## src/sv/lkvc_pkg.sv

```systemverilog
// Shared types and constants for the LRU key-value cache.
package lkvc_pkg;

  localparam int unsigned ENTRIES_DEFAULT = 16;
  localparam int unsigned CAP_W           = 5;
  localparam logic [CAP_W-1:0] CAPACITY_RESET = 5'd16;

  localparam logic REQ_GET = 1'b0;
  localparam logic REQ_PUT = 1'b1;

  typedef struct packed {
    logic               req_type;
    logic signed [31:0] key;
    logic signed [31:0] value;
  } req_t;

  typedef struct packed {
    logic               found;
    logic signed [31:0] read_value;
    logic               evicted;
    logic signed [31:0] evicted_key;
  } rsp_t;

  typedef enum logic [2:0] {
    ST_IDLE,
    ST_SCAN,
    ST_DECIDE,
    ST_UPDATE,
    ST_RESP
  } state_t;

endpackage

```

## src/sv/lkvc_ram.sv

```systemverilog
// Simple dual-port entry memory with one write port and a registered read port.
module lkvc_ram #(
  parameter int unsigned DEPTH = lkvc_pkg::ENTRIES_DEFAULT,
  parameter int unsigned WIDTH = 68
) (
  input  logic                     clk,
  input  logic                     we,
  input  logic [$clog2(DEPTH)-1:0] waddr,
  input  logic [WIDTH-1:0]         wdata,
  input  logic [$clog2(DEPTH)-1:0] raddr,
  output logic [WIDTH-1:0]         rdata
);

  logic [WIDTH-1:0] mem [DEPTH];

  always_ff @(posedge clk) begin
    if (we) begin
      mem[waddr] <= wdata;
    end
  end

  always_ff @(posedge clk) begin
    rdata <= mem[raddr];
  end

endmodule

```

## src/sv/lkvc_engine.sv

```systemverilog
// Lookup, replacement and recency update sequencer around the entry memory.
module lkvc_engine #(
  parameter int unsigned ENTRIES = lkvc_pkg::ENTRIES_DEFAULT
) (
  input  logic                         clk,
  input  logic                         rst_n,
  input  logic [$clog2(ENTRIES+1)-1:0] eff_cap,
  input  logic                         in_valid,
  output logic                         in_stall,
  input  lkvc_pkg::req_t               in_data,
  output logic                         out_valid,
  input  logic                         out_stall,
  output lkvc_pkg::rsp_t               out_data
);

  localparam int unsigned IW = $clog2(ENTRIES);
  localparam int unsigned RW = IW;
  localparam int unsigned CW = $clog2(ENTRIES+1);
  localparam int unsigned WW = 64 + RW;
  localparam logic [IW:0] LAST = (IW+1)'(ENTRIES);

  lkvc_pkg::state_t state_r, state_nxt;
  lkvc_pkg::req_t   req_r, req_nxt;
  lkvc_pkg::rsp_t   rsp_r, rsp_nxt;
  lkvc_pkg::rsp_t   out_data_r, out_data_nxt;
  logic             out_valid_r, out_valid_nxt;

  logic [IW:0]         cnt_r, cnt_nxt;
  logic                chk_r, chk_nxt;
  logic [IW-1:0]       chk_idx_r, chk_idx_nxt;
  logic [ENTRIES-1:0]  valid_r, valid_nxt;
  logic [CW-1:0]       held_r, held_nxt;

  logic                hit_r, hit_nxt;
  logic [IW-1:0]       hit_idx_r, hit_idx_nxt;
  logic [RW-1:0]       hit_rank_r, hit_rank_nxt;
  logic [31:0]         hit_val_r, hit_val_nxt;
  logic                lru_vld_r, lru_vld_nxt;
  logic [IW-1:0]       lru_idx_r, lru_idx_nxt;
  logic [RW-1:0]       lru_rank_r, lru_rank_nxt;
  logic [31:0]         lru_key_r, lru_key_nxt;
  logic                free_vld_r, free_vld_nxt;
  logic [IW-1:0]       free_idx_r, free_idx_nxt;

  logic [IW-1:0]       tgt_r, tgt_nxt;
  logic [RW-1:0]       old_r, old_nxt;
  logic                age_all_r, age_all_nxt;
  logic                kv_r, kv_nxt;

  logic                mem_we;
  logic [IW-1:0]       mem_waddr;
  logic [WW-1:0]       mem_wdata;
  logic [IW-1:0]       mem_raddr;
  logic [WW-1:0]       mem_rdata;
  logic [31:0]         rd_key;
  logic [31:0]         rd_val;
  logic [RW-1:0]       rd_rank;
  logic                is_put;

  lkvc_ram #(
    .DEPTH (ENTRIES),
    .WIDTH (WW)
  ) u_ram (
    .clk   (clk),
    .we    (mem_we),
    .waddr (mem_waddr),
    .wdata (mem_wdata),
    .raddr (mem_raddr),
    .rdata (mem_rdata)
  );

  assign rd_key  = mem_rdata[WW-1 -: 32];
  assign rd_val  = mem_rdata[RW +: 32];
  assign rd_rank = mem_rdata[RW-1:0];
  assign is_put  = (req_r.req_type == lkvc_pkg::REQ_PUT);

  always_comb begin
    state_nxt = state_r;
    unique case (state_r)
      lkvc_pkg::ST_IDLE: begin
        if (in_valid) state_nxt = lkvc_pkg::ST_SCAN;
      end
      lkvc_pkg::ST_SCAN: begin
        if (cnt_r == LAST) state_nxt = lkvc_pkg::ST_DECIDE;
      end
      lkvc_pkg::ST_DECIDE: begin
        if (hit_r || is_put) state_nxt = lkvc_pkg::ST_UPDATE;
        else state_nxt = lkvc_pkg::ST_RESP;
      end
      lkvc_pkg::ST_UPDATE: begin
        if (cnt_r == LAST) state_nxt = lkvc_pkg::ST_RESP;
      end
      lkvc_pkg::ST_RESP: begin
        if (!out_valid_r || !out_stall) state_nxt = lkvc_pkg::ST_IDLE;
      end
      default: state_nxt = lkvc_pkg::ST_IDLE;
    endcase
  end

  always_comb begin
    req_nxt       = req_r;
    rsp_nxt       = rsp_r;
    out_data_nxt  = out_data_r;
    out_valid_nxt = out_valid_r && out_stall;
    cnt_nxt       = cnt_r;
    chk_nxt       = 1'b0;
    chk_idx_nxt   = chk_idx_r;
    valid_nxt     = valid_r;
    held_nxt      = held_r;
    hit_nxt       = hit_r;
    hit_idx_nxt   = hit_idx_r;
    hit_rank_nxt  = hit_rank_r;
    hit_val_nxt   = hit_val_r;
    lru_vld_nxt   = lru_vld_r;
    lru_idx_nxt   = lru_idx_r;
    lru_rank_nxt  = lru_rank_r;
    lru_key_nxt   = lru_key_r;
    free_vld_nxt  = free_vld_r;
    free_idx_nxt  = free_idx_r;
    tgt_nxt       = tgt_r;
    old_nxt       = old_r;
    age_all_nxt   = age_all_r;
    kv_nxt        = kv_r;
    mem_we        = 1'b0;
    mem_waddr     = chk_idx_r;
    mem_wdata     = mem_rdata;
    mem_raddr     = cnt_r[IW-1:0];
    in_stall      = (state_r != lkvc_pkg::ST_IDLE);

    unique case (state_r)
      lkvc_pkg::ST_IDLE: begin
        if (in_valid) begin
          req_nxt      = in_data;
          cnt_nxt      = '0;
          hit_nxt      = 1'b0;
          lru_vld_nxt  = 1'b0;
          free_vld_nxt = 1'b0;
        end
      end
      lkvc_pkg::ST_SCAN: begin
        if (cnt_r != LAST) begin
          cnt_nxt     = cnt_r + (IW+1)'(1);
          chk_nxt     = 1'b1;
          chk_idx_nxt = cnt_r[IW-1:0];
        end
        if (chk_r) begin
          if (valid_r[chk_idx_r]) begin
            if (!hit_r && rd_key == req_r.key) begin
              hit_nxt      = 1'b1;
              hit_idx_nxt  = chk_idx_r;
              hit_rank_nxt = rd_rank;
              hit_val_nxt  = rd_val;
            end
            if (!lru_vld_r || rd_rank > lru_rank_r) begin
              lru_vld_nxt  = 1'b1;
              lru_idx_nxt  = chk_idx_r;
              lru_rank_nxt = rd_rank;
              lru_key_nxt  = rd_key;
            end
          end else if (!free_vld_r) begin
            free_vld_nxt = 1'b1;
            free_idx_nxt = chk_idx_r;
          end
        end
      end
      lkvc_pkg::ST_DECIDE: begin
        cnt_nxt     = '0;
        rsp_nxt     = '0;
        age_all_nxt = 1'b0;
        kv_nxt      = 1'b1;
        if (hit_r) begin
          rsp_nxt.found = 1'b1;
          if (!is_put) rsp_nxt.read_value = hit_val_r;
          tgt_nxt = hit_idx_r;
          old_nxt = hit_rank_r;
          kv_nxt  = is_put;
        end else if (is_put) begin
          if (held_r < eff_cap && free_vld_r) begin
            tgt_nxt              = free_idx_r;
            age_all_nxt          = 1'b1;
            valid_nxt[free_idx_r] = 1'b1;
            held_nxt             = held_r + CW'(1);
          end else begin
            rsp_nxt.evicted     = 1'b1;
            rsp_nxt.evicted_key = lru_key_r;
            tgt_nxt             = lru_idx_r;
            old_nxt             = lru_rank_r;
          end
        end
      end
      lkvc_pkg::ST_UPDATE: begin
        if (cnt_r != LAST) begin
          cnt_nxt     = cnt_r + (IW+1)'(1);
          chk_nxt     = 1'b1;
          chk_idx_nxt = cnt_r[IW-1:0];
        end
        if (chk_r) begin
          if (chk_idx_r == tgt_r) begin
            mem_we    = 1'b1;
            mem_wdata = {kv_r ? req_r.key : rd_key, kv_r ? req_r.value : rd_val, {RW{1'b0}}};
          end else if (valid_r[chk_idx_r] && (age_all_r || rd_rank < old_r)) begin
            mem_we    = 1'b1;
            mem_wdata = {rd_key, rd_val, rd_rank + RW'(1)};
          end
        end
      end
      lkvc_pkg::ST_RESP: begin
        if (!out_valid_r || !out_stall) begin
          out_valid_nxt = 1'b1;
          out_data_nxt  = rsp_r;
        end
      end
      default: begin
      end
    endcase
  end

  always_ff @(posedge clk) begin
    if (!rst_n) begin
      state_r     <= lkvc_pkg::ST_IDLE;
      out_valid_r <= 1'b0;
      valid_r     <= '0;
      held_r      <= '0;
      chk_r       <= 1'b0;
      cnt_r       <= '0;
    end else begin
      state_r     <= state_nxt;
      out_valid_r <= out_valid_nxt;
      valid_r     <= valid_nxt;
      held_r      <= held_nxt;
      chk_r       <= chk_nxt;
      cnt_r       <= cnt_nxt;
    end
  end

  always_ff @(posedge clk) begin
    req_r       <= req_nxt;
    rsp_r       <= rsp_nxt;
    out_data_r  <= out_data_nxt;
    chk_idx_r   <= chk_idx_nxt;
    hit_r       <= hit_nxt;
    hit_idx_r   <= hit_idx_nxt;
    hit_rank_r  <= hit_rank_nxt;
    hit_val_r   <= hit_val_nxt;
    lru_vld_r   <= lru_vld_nxt;
    lru_idx_r   <= lru_idx_nxt;
    lru_rank_r  <= lru_rank_nxt;
    lru_key_r   <= lru_key_nxt;
    free_vld_r  <= free_vld_nxt;
    free_idx_r  <= free_idx_nxt;
    tgt_r       <= tgt_nxt;
    old_r       <= old_nxt;
    age_all_r   <= age_all_nxt;
    kv_r        <= kv_nxt;
  end

  assign out_valid = out_valid_r;
  assign out_data  = out_data_r;

endmodule

```

## src/sv/lru_key_value_cache.sv

```systemverilog
// Top level of the fully associative LRU key-value cache.
// Requests enter on in_valid/in_stall/in_data: a get or a put of a 32-bit key,
// with a value for puts. Each request returns exactly one item on
// out_valid/out_stall/out_data with found, read_value, evicted and evicted_key.
// The capacity register is written through cfg_wr_en/cfg_wr_data; the user must
// write it only while idle, as the block does not enforce this. Zero acts as
// one and values above ENTRIES act as ENTRIES. Keys, values and recency ranks
// live in one entry memory with a registered read. A request scans every entry
// to find the hit, the least recent entry and the lowest free slot, then a second
// pass rewrites ranks and the target. A get miss skips the second pass; every
// other request makes both passes.
// One request is in work at a time; the next one is accepted once the current
// result sits in the output register, even if the receiver still stalls it.
// A stalled result holds until taken, and a further finished result waits.
// Reset empties the cache, sets capacity to 16 and drops any pending result.
module lru_key_value_cache #(
  parameter int unsigned ENTRIES = lkvc_pkg::ENTRIES_DEFAULT
) (
  input  logic                           clk,
  input  logic                           rst_n,
  input  logic                           cfg_wr_en,
  input  logic [lkvc_pkg::CAP_W-1:0]     cfg_wr_data,
  input  logic                           in_valid,
  output logic                           in_stall,
  input  lkvc_pkg::req_t                 in_data,
  output logic                           out_valid,
  input  logic                           out_stall,
  output lkvc_pkg::rsp_t                 out_data
);

  localparam int unsigned CW = $clog2(ENTRIES+1);

  logic [lkvc_pkg::CAP_W-1:0] cfg_capacity_r;
  logic [CW-1:0]              eff_cap;

  always_ff @(posedge clk) begin
    if (!rst_n) begin
      cfg_capacity_r <= lkvc_pkg::CAPACITY_RESET;
    end else if (cfg_wr_en) begin
      cfg_capacity_r <= cfg_wr_data;
    end
  end

  always_comb begin
    if (cfg_capacity_r == '0) begin
      eff_cap = CW'(1);
    end else if (32'(cfg_capacity_r) > 32'(ENTRIES)) begin
      eff_cap = CW'(ENTRIES);
    end else begin
      eff_cap = CW'(cfg_capacity_r);
    end
  end

  lkvc_engine #(
    .ENTRIES (ENTRIES)
  ) u_engine (
    .clk       (clk),
    .rst_n     (rst_n),
    .eff_cap   (eff_cap),
    .in_valid  (in_valid),
    .in_stall  (in_stall),
    .in_data   (in_data),
    .out_valid (out_valid),
    .out_stall (out_stall),
    .out_data  (out_data)
  );

endmodule

```

## config.mk

```make
export PLATFORM = sky130hd
export DESIGN_NAME = lru_key_value_cache
export DESIGN_NICKNAME = d
export VERILOG_FILES = /design/src/sv/lkvc_pkg.sv /design/src/sv/lkvc_ram.sv /design/src/sv/lkvc_engine.sv /design/src/sv/lru_key_value_cache.sv
export SDC_FILE = /design/constraint.sdc
export NUM_CORES = 1
export LEC_CHECK = 0
export BUFFER_PORTS_ARGS = -buffer_cell sky130_fd_sc_hd__buf_2
export CELL_PAD_IN_SITES_DETAIL_PLACEMENT = 1
export CELL_PAD_IN_SITES_GLOBAL_PLACEMENT = 2
export CORE_MARGIN = 5
export CORE_UTILIZATION = 50
export CTS_CLUSTER_SIZE = 8
export DETAILED_ROUTE_END_ITERATION = 6
export PLACE_DENSITY = 0.79
export SETUP_SLACK_MARGIN = 0.1
export SLEW_MARGIN = 20
export SYNTH_ARGS = -nofsm -noshare
export SYNTH_HDL_FRONTEND = slang
export SYNTH_SLANG_ARGS = --single-unit
```

## constraint.sdc

```tcl
create_clock -name clk -period 11.1 [get_ports clk]
set_clock_uncertainty 0.2 [all_clocks]
set_input_delay 1.665 -clock clk [delete_from_list [all_inputs] [get_ports clk]]
set_output_delay 1.665 -clock clk [all_outputs]
set_load 0.05 [all_outputs]
```

---- Yosys cells after proc, flatten, opt, wreduce, memory -nomap -nowiden ----
Memories as Yosys holds them, arrays and structs flattened. A register that Yosys moved wholly into a read port is not among the register bits.
Index checks and enable logic that the tools add are counted.
W data, S select, Z words.
storage, ports and cells
  word-level logic and storage cells ...... 158
  output and inout port bits .............. 68
  input port bits ......................... 75
  flip-flop bits (word level) ............. 334
  bits in writable memories ............... 1,088
  memories ................................ 1
cells by class
  reductions and logical operators ........ 38
  equal/unequal tests ..................... 19
  $lt $le $gt $ge ......................... 7
  add/subtract/negate cells ............... 3
  multiplexer cells ....................... 52
  bitwise gates (word level) .............. 5
memories
  memory              words  bits a word  rd ports  clocked after Yosys merged registers in  write ports  RTL line        text
  u_engine.u_ram.mem  16     68           1         1                                        1            lkvc_ram.sv:14  logic [WIDTH-1:0] mem [DEPTH];
operators with widths
  kind                   count
  $mux W68               3
  $mux W32               3
  $mux W33               2
  $eq A32 B32 Y1         1
  $mux W4                7
  $reduce_and A4 Y1      6
  $mux W1                21
  $mux W5                4
  $ne A2 B1 Y1 const B   9
  $or A16 B16 Y16        1
  $mux W3                5
  $pmux W3 S5            1
  $pmux W5 S3            1
  $add A5 B1 Y5 const B  2
  $lt A4 B5 Y1 const B   2
  $reduce_and A2 Y1      5
  $reduce_and A5 Y1      2
  $eq A3 B2 Y1 const B   2
  $pmux W1 S2            3
  $reduce_and A3 Y1      2
  $reduce_bool A3 Y1     2
  $reduce_or A2 Y1       3
  $eq A5 B5 Y1 const B   1
  $gt A5 B5 Y1 const B   1
  other kinds (20)       35

---- Depth between registers and ports, before layout ----
Gate-level depths: netlist of run 1.
  depth after elaboration ................. 9
  depth in mapped cells ................... 11
  gate-level depth less buffers ........... 9

---- By module ----
From an unflattened synthesis of run 1, not the netlist that was laid out.
unflattened totals
  cell total of the unflattened synthesis .. 2,518
  area total of the unflattened synthesis .. 54,871.4 µm²
modules (own cells, without submodules)
  module               sequential area each (µm²)  area an instance (µm²)  cells an instance  instances
  lkvc_ram             34,032.6                    41,979.0                1,750              1
  lkvc_engine          9,569.2                     12,670.9                745                1
  lru_key_value_cache  100.1                       221.5                   23                 1

---- Worst setup path before layout of run 1 ----
Ideal clock, no wire load.
  path kind ............................... register to register
  from .................................... reg u_engine.chk_idx_r[0]
  to ...................................... mem u_engine.u_ram.mem[0][0], enable pin
  setup slack ............................. 1.708 ns
  stages on the path, launching flop included .. 8
  clock period less this slack ............ 9.392 ns
  data arrival time ....................... 8.507 ns
  setup time .............................. 0.685 ns
  data required time ...................... 10.215 ns
  buffers on the path ..................... 1
  cell sequence ........................... edfxtp_1 > buf_6 > mux4_2 > nand3b_1 > nand4_2 > o311a_2 > nor2_4 > nor4b_1
between the ends
  word-level cells in the longest chain between the ends .. 9
  elaborated cells on any way between the ends .. 10
  those cells by class .................... eq/ne: 1; mux: 8; reduce/logical: 1
RTL lines
  item                           RTL line            text
  start: declaration             lkvc_engine.sv:30   logic [IW-1:0] chk_idx_r, chk_idx_nxt;
  start signal: assignment       lkvc_engine.sv:240  chk_idx_r <= chk_idx_nxt;
  $bmux W1 S4                    lkvc_engine.sv:201  end else if (valid_r[chk_idx_r] && (age_all_r || rd_rank < old_r)) begin
  $mux W1 (not written as such)  lkvc_engine.sv:201
  $logic_and A1 B1 Y1            lkvc_engine.sv:201
  $mux W1                        lkvc_engine.sv:201
  $mux W1                        lkvc_engine.sv:198  if (chk_idx_r == tgt_r) begin
  $mux W1                        lkvc_engine.sv:197  if (chk_r) begin
  $mux W1                        lkvc_engine.sv:130  unique case (state_r)
  $mux W1                        lkvc_ram.sv:17      if (we) begin
  $mux W1 (not written as such)  lkvc_ram.sv:18      mem[waddr] <= wdata;
  end: declaration               lkvc_ram.sv:14
Several ways; a longest one is shown, not always the timed one. The select of a mux whose other input is x is not followed.

---- Worst setup path after layout of run 1 ----
  from .................................... reg u_engine.chk_idx_r[0]
  to ...................................... mem u_engine.u_ram.mem[10][54], enable pin
Same word-level chain as after synthesis.

==> results.cfg, run 1 <==
[run_status]
status = finished clean

[global_routing]
grt_start_max_net_pins = 154
grtUsageMet2 = 0.378
global_route.usage.total = 0.226
groute.layer.met3.usage = 0.0432
antenna_found_initial = 2
grt_overflow_total = 0
grt_busiest_layer = met2
grt_use_met1 = 0.309
global_route_wire_length_before_repair_um = 193000
via_count_of_the_first_global_routing_pass = 27700

[clocking]
ctsHoldBuffers = 0
clock_tree.buffer_depth = 3
worst_setup_hold_path_clk_slew_ns = 0.05
clock_insertion_delay_worst_skew_ns = 0.78
cts_inserted_buffers = 204
cts.repair_timing.setup_buffer_count = 0
cts_tree = yes
cts_htree_levels = 4
cts_sinks = 1490
cts-resized-gates = 0
root_buffer = clkbuf_16

[die]
dieArea_mm2 = 0.117
die_width_um = 342
floorplan.die.height_um = 342
row_count = 121
ios = 143
initial_cell_density_of_the_core = 0.505
design.core.area_mm2 = 0.109

[placed_design]
placed_cells_incl_taps = 3869
place.detailed.hpwl_um = 67100
place.port_buffers = 142
routabilityCongestion = 0.742

[yosys]
synth_cell_types = 54
synth-seq-area-share = 0.794
synth_compound_gate_area_share = 0.00698
synth_warnings = 0
combinational_family_with_the_most_area_after_synthesis = multiplexers
syn-instance-count = 2363
post_synth_fa_ha_maj_area_fraction = 0.00341
synth_enable_flop_cells = 1386
synth_mux_area_frac = 0.156
synth_xor_area_frac = 0.00701
mappedNetlistArea_mm2 = 0.0550
simple_gate_share_of_the_synthesized_area = 0.0225
synth_area_per_cell_um2 = 23.3
synth_nets = 2453
synth-async-reset-ratio = 0
synthFlopType = edfxtp_1
synth-seq-cells = 1490

[detailed_routing]
vias = 25500
drc = 0
first_iter_violations = 2613
viasPerCell = 6.03
wl_per_cell_um = 30.9
antenna_left = 0
dr.pass1.iters = 7
detail_route.wirelength_um = 130000

[cells_and_area]
layout_commonest_cell = edfxtp_1
nNetsFinal = 2752
num_antenna_cells = 0
finalNonFillerCells = 4225
drive_above_1_share = 0.309
area_growth_pct = 15.5
layout_common_cells = edfxtp_1 (1386), mux4_2 (344), clkbuf_16 (204)

[sta]
slew_headroom = 0.273
finalSetupViolations = 0
setup_total_negative_slack_ns = 0
tightestPinTransition_ns = 1.09
achievable-frequency_mhz = 234
finalHoldWorstSlack_ns = 0.211
post-route-min-period_ns = 4.28
finalHoldViolations = 0
timing.final.max_slew_violations = 0
fin_crit_sh = 0.386
unrepaired_setup_endpoints_after_global_routing = no

[setup_path]
worstSetupEndpointType = register
critical_path_peak_fanout = 40
worst_r2r_endpoint = u_engine.u_ram.mem[10][54]
worstPathRequired_ns = 11.28
r2r_cells = 8
worst-endpoint-arrival_ns = 4.47
timing.setup.critical_path_class = reg -> reg
ff2ff_setup_slack_ns = 6.82
r2r_start = u_engine.chk_idx_r[0]
start_kind = register

[hold_path]
hold_path_depth = 0
hold_path_startpoint = u_engine.rsp_r[35]
worstHoldPathType = reg -> reg
hold_end = u_engine.out_data[35]

[pwr]
p_per_area_mw_per_mm2 = 239
static-leakage-power_nw = 20.1
ir_worst_vdd_mv = 0.202

[job]
maxcap_viol_count = 0
area by class of cell:
| cell class | instances | area (µm²) |
|---|---|---|
| clock buffers | 339 | 5620 |
| clock inverters | 16 | 289 |
| fillers | 9018 | 45500 |
| inverters | 15 | 58.8 |
| multi-input cells | 753 | 10900 |
| flip-flops and latches | 1490 | 43700 |
| well taps | 1414 | 1770 |
| repair buffers | 198 | 1170 |
worst max-delay path, stage by stage (launching register included):
cell and delay [ns]:
edfxtp_1 0.83, mux4_2 0.37, nand3_1 0.10, nand4_2 0.23, o311a_2 0.34, nor2_4 0.14
nor3_2 0.22, buf_4 0.57, buf_4 0.83
power by group:
group	total, mW	internal (mW)	switching (mW)	leakage [nW]
Sequential	7.14	6.86	0.283	13.4
Clock	5.71	3.42	2.28	2.80
Combinational	2.31	0.963	1.35	3.88
layer usage:
layer,wire (µm),part of all wire
met1,53000,0.41
met2,66400,0.51
met3,8170,0.063
met4,2920,0.022
met5,0,0
metrics by stage:
step / total power, mW / cell area [µm²] / setup WS, ns / util
3_5_place_dp: 9.58 / 57600 / 6.31 / 0.529
4_1_cts: 15.3 / 63500 / 6.79 / 0.583
2_1_floorplan: 8.87 / 55000 / 1.71 / -
3_3_place_gp: 9.45 / 57600 / 6.51 / 0.529
6_report: 15.2 / 63500 / 6.82 / 0.583
5_1_grt: 15.8 / 63500 / 6.66 / 0.583
sequential cells by signal, summed over array words and instances (netlist names), 3 cells and up:
signal	flops
u_engine.u_ram.mem	1088
u_engine.u_ram.rdata	68
u_engine.out_data	66
u_engine.rsp_r	66
u_engine.req_r	64
u_engine.hit_val_r	32
u_engine.lru_key_r	32
u_engine.valid_r	16
cfg_capacity_r	5
u_engine.cnt_r	5
u_engine.held_r	5
u_engine.chk_idx_r	4
u_engine.free_idx_r	4
u_engine.hit_idx_r	4
u_engine.hit_rank_r	4
u_engine.lru_idx_r	4
u_engine.lru_rank_r	4
u_engine.old_r	4
u_engine.tgt_r	4
u_engine.state_r	3
cell usage after synthesis (3+ instances only):
| cell | count | area (µm²) |
|---|---|---|
| nand2_1 | 25 | 93.8 |
| nor2_1 | 27 | 101 |
| buf_1 | 8 | 30.0 |
| buf_2 | 34 | 170 |
| xnor2_1 | 21 | 184 |
| xor2_1 | 23 | 201 |
| o21ai_0 | 17 | 85.1 |
| nand4_1 | 10 | 62.6 |
| nor3_1 | 18 | 90.1 |
| mux4_2 | 344 | 7750 |
| clkbuf_1 | 58 | 218 |
| nor4_1 | 11 | 68.8 |
| and2_1 | 69 | 432 |
| mux2_2 | 66 | 743 |
| a21oi_1 | 12 | 60.1 |
| nand3b_1 | 3 | 22.5 |
| edfxtp_1 | 1386 | 41600 |
| o21a_1 | 13 | 97.6 |
| ha_1 | 15 | 188 |
| mux2i_1 | 10 | 100 |
| dfxtp_1 | 104 | 2080 |
| nand3_1 | 6 | 30.0 |
| buf_6 | 3 | 33.8 |
| nand2b_1 | 10 | 62.6 |
| nor2b_1 | 21 | 131 |
| inv_1 | 15 | 56.3 |
how the worst max path moves through the flow:
stage          depth (start not counted)  slack, ns                          to                  start
6_report                               8       6.82  u_engine.u_ram.mem[10][54]  u_engine.chk_idx_r[0]
5_1_grt                                8       6.66  u_engine.u_ram.mem[15][61]  u_engine.chk_idx_r[0]
4_1_cts                                8       6.79  u_engine.u_ram.mem[10][59]  u_engine.chk_idx_r[0]
3_5_place_dp                           6       6.31          u_engine.lru_vld_r               in_valid
3_3_place_gp                           6       6.51          u_engine.lru_vld_r               in_valid
2_1_floorplan                          7       1.71    u_engine.u_ram.mem[0][0]  u_engine.chk_idx_r[0]
logic make-up (layout without fill, tap and decap cells):
logic type | count (synthesis) | after routing
fa+ha+maj | 15 | 15
mux | 420 | 420
xor+xnor | 44 | 44
flops | 1490 | 1490
simple gates | 215 | 215
buf+inv | 120 | 568
compound gates | 59 | 59
(Power assumes the default switching activity.)
==> run 2: changes to the inputs <==
- clock period: 11.1 -> 4.4 ns (I/O delays scaled with it)
==> results.cfg, run 2 (synthesized netlist as in run 1, its figures left out) <==
[clocking]
cts_htree_levels = 4
cts-resized-gates = 0
root_buffer = clkbuf_16
cts_sinks = 1490
cts_tree = yes
clock_insertion_delay_worst_skew_ns = 0.77
worst_setup_hold_path_clk_slew_ns = 0.05
cts_inserted_buffers = 204
cts.repair_timing.setup_buffer_count = 0
clock_tree.buffer_depth = 3

[sta]
slew_headroom = 0.285
postLayoutSetupSlackWorst_ns = 0.769
tightestPinTransition_ns = 1.07
finalHoldWorstSlack_ns = 0.0778
timing.final.max_slew_violations = 0
achievable-frequency_mhz = 275
fin_crit_sh = 0.825
finalHoldViolations = 0
post-route-min-period_ns = 3.63
unrepaired_setup_endpoints_after_global_routing = no
finalSetupViolations = 0
setup_total_negative_slack_ns = 0

[pwr]
clock_power_share = 0.376
static-leakage-power_nw = 20.6
power.internal_mw = 28.6
share_comb_of_total_power = 0.160
power.share.sequential = 0.465
switching_share = 0.259
p_per_area_mw_per_mm2 = 596
ir_worst_vdd_mv = 0.460
power.net_switching_mw = 10.0
finalPower_mw = 38.6

[die]
design.core.area_mm2 = 0.109
dieArea_mm2 = 0.117
floorplan.die.height_um = 342
initial_cell_density_of_the_core = 0.505
ios = 143
row_count = 121
die_width_um = 342

[cells_and_area]
nNetsFinal = 2831
largest_register_ff_count = 1088
layout.area.seq_mm2 = 0.0437
reg_top3 = u_engine.u_ram.mem: 1088 flops, u_engine.u_ram.rdata: 68 flops
area_growth_pct = 17.9
multi_input_comb_area_mm2 = 0.0111
n_fill_cell = 8914
layout.core_utilization = 0.595
drive_above_1_share = 0.302
layout_common_cells = edfxtp_1 (1386), mux4_2 (344), clkbuf_16 (205)
layout_commonest_cell = edfxtp_1
registers.top_by_ff_count = u_engine.u_ram.mem

[setup_path]
cell_type_of_the_slowest_stage_on_the_worst_timing_path = nor2_4
start_kind = register
worst-endpoint-arrival_ns = 3.86
timing.critical_path.cells = mux4_2 -> nand3b_1 -> nand4_2 -> o311a_4 -> nor2_4 -> nor4b_4 -> buf_12
timing.critical_path.slowest_cell_delay_ns = 0.81
timing.setup.critical_path_class = reg -> reg
worstPathRequired_ns = 4.63
worstSetupEndpointType = register
critical_path_peak_fanout = 68

[global_routing]
grt_overflow_total = 0
global_route_wire_length_before_repair_um = 194000
grt_start_max_net_pins = 113
via_count_of_the_first_global_routing_pass = 27900
global_route.usage.total = 0.229
antenna_found_initial = 8

[detailed_routing]
detail_route.wirelength_um = 133000
viasPerCell = 6.01
antenna_left = 0
vias = 25900
drc = 0
dr.pass1.iters = 5
first_iter_violations = 3067
wl_per_cell_um = 30.8

[run_status]
status = finished clean

[placed_design]
place.detailed.hpwl_um = 67700
place.port_buffers = 142
routabilityCongestion = 0.730
dp_slack_ns = 0.789

[hold_path]
worstHoldPathType = in -> reg

[job]
maxcap_viol_count = 0
run 2: cell count changes in the layout (fill, tap and decap cells not counted), sizes merged:
cell,before,now
dlygate4sd3,0,73
buf,198,204
clkbuf,339,342
clkinv,11,9
bufinv,0,1
diode,0,1
run 2: layout make-up:
class | count | area share
flip-flops and latches | 1490 | 0.674
diodes | 1 | 0.0000386
inverters | 15 | 0.000888
well taps | 1414 | 0.0273
clock buffers | 342 | 0.0870
repair buffers | 277 | 0.0354
multi-input cells | 753 | 0.171
clock inverters | 15 | 0.00461
run 2: stage by stage:
step                area [µm²]  instances
floorplan                55200       2363
global placement         58200       3876
detailed placement       58200       3876
CTS                      64800       4306
global route             64800       4306
finish                   64800       4307
run 2: timing repair:
item                                    in CTS  in global routing
hold endpoints to repair                    71                  0
endpoints found under the setup margin       0                  0
hold buffers                                73                  0
run 2: path summary, 6_finish.rpt:
kind | startpoint | end | cells after the start | slack [ns]
max | u_engine.chk_idx_r[0] | u_engine.u_ram.mem[0][33] | 7 | 0.77
min | cfg_wr_en | cfg_capacity_r[2] | 3 | 0.08
max reg2reg | u_engine.chk_idx_r[0] | u_engine.u_ram.mem[0][33] | 7 | 0.77
min reg2reg | u_engine.rsp_r[36] | u_engine.out_data[36] | 0 | 0.20
run 2: layer usage:
metal / share of wire / track usage
met2: 0.50 / 0.374
met5: 0.00011 / 0
met4: 0.024 / 0.0685
met1: 0.40 / 0.318
met3: 0.073 / 0.0446
run 2: worst max-delay path: cells and delay by family, from the launching register on:
| kind | cells | cell delay, ns |
|---|---|---|
| multiplexers | 1 | 0.55 |
| AND/OR/NAND/NOR | 4 | 1.34 |
| flip-flops | 1 | 0.51 |
| buffers and inverters | 1 | 0.33 |
| AO/OA/AOI/OAI | 1 | 0.26 |
run 2: power by group through the flow:
stage / Combinational, mW / Clock (mW) / Sequential (mW)
CTS: 6.24 / 14.8 / 18.0
detailed placement: 6.14 / 0 / 18.2
global route: 6.59 / 15.5 / 18.0
global placement: 5.83 / 0 / 18.2
floorplan: 4.17 / 0 / 18.3
finish: 6.17 / 14.5 / 18.0
==> run 3: changes to the inputs <==
- clock period: 4.4 -> 3.6 ns (I/O delays scaled with it)
==> results.cfg, run 3 (synthesized netlist as in run 1, its figures left out) <==
[global_routing]
antenna_found_initial = 10
via_count_of_the_first_global_routing_pass = 28300
grt_start_max_net_pins = 97
grt_overflow_total = 0
global_route_wire_length_before_repair_um = 199000
global_route.usage.total = 0.235

[sta]
finalHoldWorstSlack_ns = 0.103
finalSetupViolations = 0
postLayoutSetupSlackWorst_ns = 0.295
timing.final.max_slew_violations = 0
achievable-frequency_mhz = 303
slew_headroom = 0.266
finalHoldViolations = 0
post-route-min-period_ns = 3.30
tightestPinTransition_ns = 1.10
unrepaired_setup_endpoints_after_global_routing = no
fin_crit_sh = 0.918

[pwr]
share_comb_of_total_power = 0.166
power.internal_mw = 35.2
finalPower_mw = 47.6
clock_power_share = 0.373
power.net_switching_mw = 12.5
static-leakage-power_nw = 20.8
p_per_area_mw_per_mm2 = 730
ir_worst_vdd_mv = 0.481
power.share.sequential = 0.461
switching_share = 0.262

[cells_and_area]
layout_common_cells = edfxtp_1 (1386), mux4_2 (344), clkbuf_16 (206)
drive_above_1_share = 0.308
stdcell_area_mm2 = 0.0653
layout.core_utilization = 0.599
registers.top_by_ff_count = u_engine.u_ram.mem
nNetsFinal = 2869
layout_commonest_cell = edfxtp_1
area_growth_pct = 18.6
reg_top3 = u_engine.u_ram.mem: 1088 flops, u_engine.u_ram.rdata: 68 flops
largest_register_ff_count = 1088

[hold_path]
hold_path_startpoint = rst_n
worstHoldPathType = in -> reg

[clocking]
cts_tree = yes
clock_tree.buffer_depth = 3
cts_inserted_buffers = 204
cts_sinks = 1490
worst_setup_hold_path_clk_slew_ns = 0.05
clock_insertion_delay_worst_skew_ns = 0.78
cts_htree_levels = 4
root_buffer = clkbuf_16

[setup_path]
critical_path_peak_fanout = 17
start_kind = register
r2r_start = u_engine.chk_idx_r[0]
worst-endpoint-arrival_ns = 3.57
worstSetupEndpointType = register
critical_path.startpoint = u_engine.chk_idx_r[0]
worstPathRequired_ns = 3.86
timing.setup.critical_path_class = reg -> reg

[die]
die_width_um = 342
row_count = 121
ios = 143
initial_cell_density_of_the_core = 0.505
dieArea_mm2 = 0.117
design.core.area_mm2 = 0.109
floorplan.die.height_um = 342

[detailed_routing]
drc = 0
viasPerCell = 6.04
dr.pass1.iters = 5
detail_route.wirelength_um = 136000
wl_per_cell_um = 31.2
first_iter_violations = 3061
vias = 26300
antenna_left = 0

[placed_design]
dp_slack_ns = -0.127
place.port_buffers = 142
routabilityCongestion = 0.758
place.detailed.hpwl_um = 71500
post_dp_cell_area_mm2 = 0.0585

[job]
maxcap_viol_count = 0

[run_status]
status = finished clean
[run 3: changes by cell type in the layout (fill, tap and decap cells not counted), sizes merged]
cell / change
buf: +33
inv: -1
diode: +1
clkbuf: +12
clkinv: -3
bufinv: -1
dlygate4sd3: +5
[run 3: worst paths after layout]
kind                                                   end  slack [ns]  cells after the start
worst min-delay path                  u_engine.valid_r[15]        0.10                      2
worst max-delay path            u_engine.u_ram.mem[11][34]        0.30                      8
worst max register to register  u_engine.u_ram.mem[11][34]        0.30                      8
worst min register to register       u_engine.out_data[25]        0.21                      0
[run 3: stage by stage]
step / setup TNS [ns] / instances
finish: 0 / 4353
global route: 0 / 4351
CTS: 0 / 4351
detailed placement: -3.14 / 3902
global placement: -0.615 / 3902
floorplan: -667.23 / 2363
[run 3: routing by layer]
| metal | vias to the layer above | GRT usage | routed length, µm |
|---|---|---|---|
| met3 | 188 | 0.0514 | 10700 |
| met4 | 2 | 0.0652 | 2940 |
| met5 | - | 0 | 13 |
| met1 | 14100 | 0.322 | 54000 |
| li1 | 10700 | - | - |
| met2 | 1296 | 0.387 | 68000 |
[run 3: cell type report]
class                           count  area, µm²
Antenna cell                        2       5.00
Clock buffer                      354       5740
Clock inverter                     10        186
Fill cell                        8899      43700
Inverter                           15       57.6
Multi-Input combinational cell    753      11100
Sequential cell                  1490      43700
Tap cell                         1414       1770
Timing Repair Buffer              315       2730
[run 3: power groups by stage]
| stage | clock network (mW) | logic, mW | registers, mW |
|---|---|---|---|
| detailed placement | 0 | 7.82 | 22.3 |
| global placement | 0 | 7.50 | 22.2 |
| finish | 17.7 | 7.91 | 22.0 |
| CTS | 18.0 | 8.01 | 22.0 |
| floorplan | 0 | 5.13 | 22.3 |
| global route | 19.0 | 8.43 | 22.0 |
[run 3: what timing repair did]
action,CTS,global route
hold buffers,78,0
hold endpoints to repair,72,0
resized for setup,1,1
pin swaps,1,0
setup endpoints to repair,211,14
setup buffers,7,0
[run 3: critical path, cell delays in order (launching register included)]
cell      delay (ns)
edfxtp_1        0.52
mux4_2          0.39
nand3_1         0.09
nand4_2         0.23
o311a_4         0.31
nor2_4          0.06
buf_12          0.17
nor3_4          0.71
buf_12          0.28
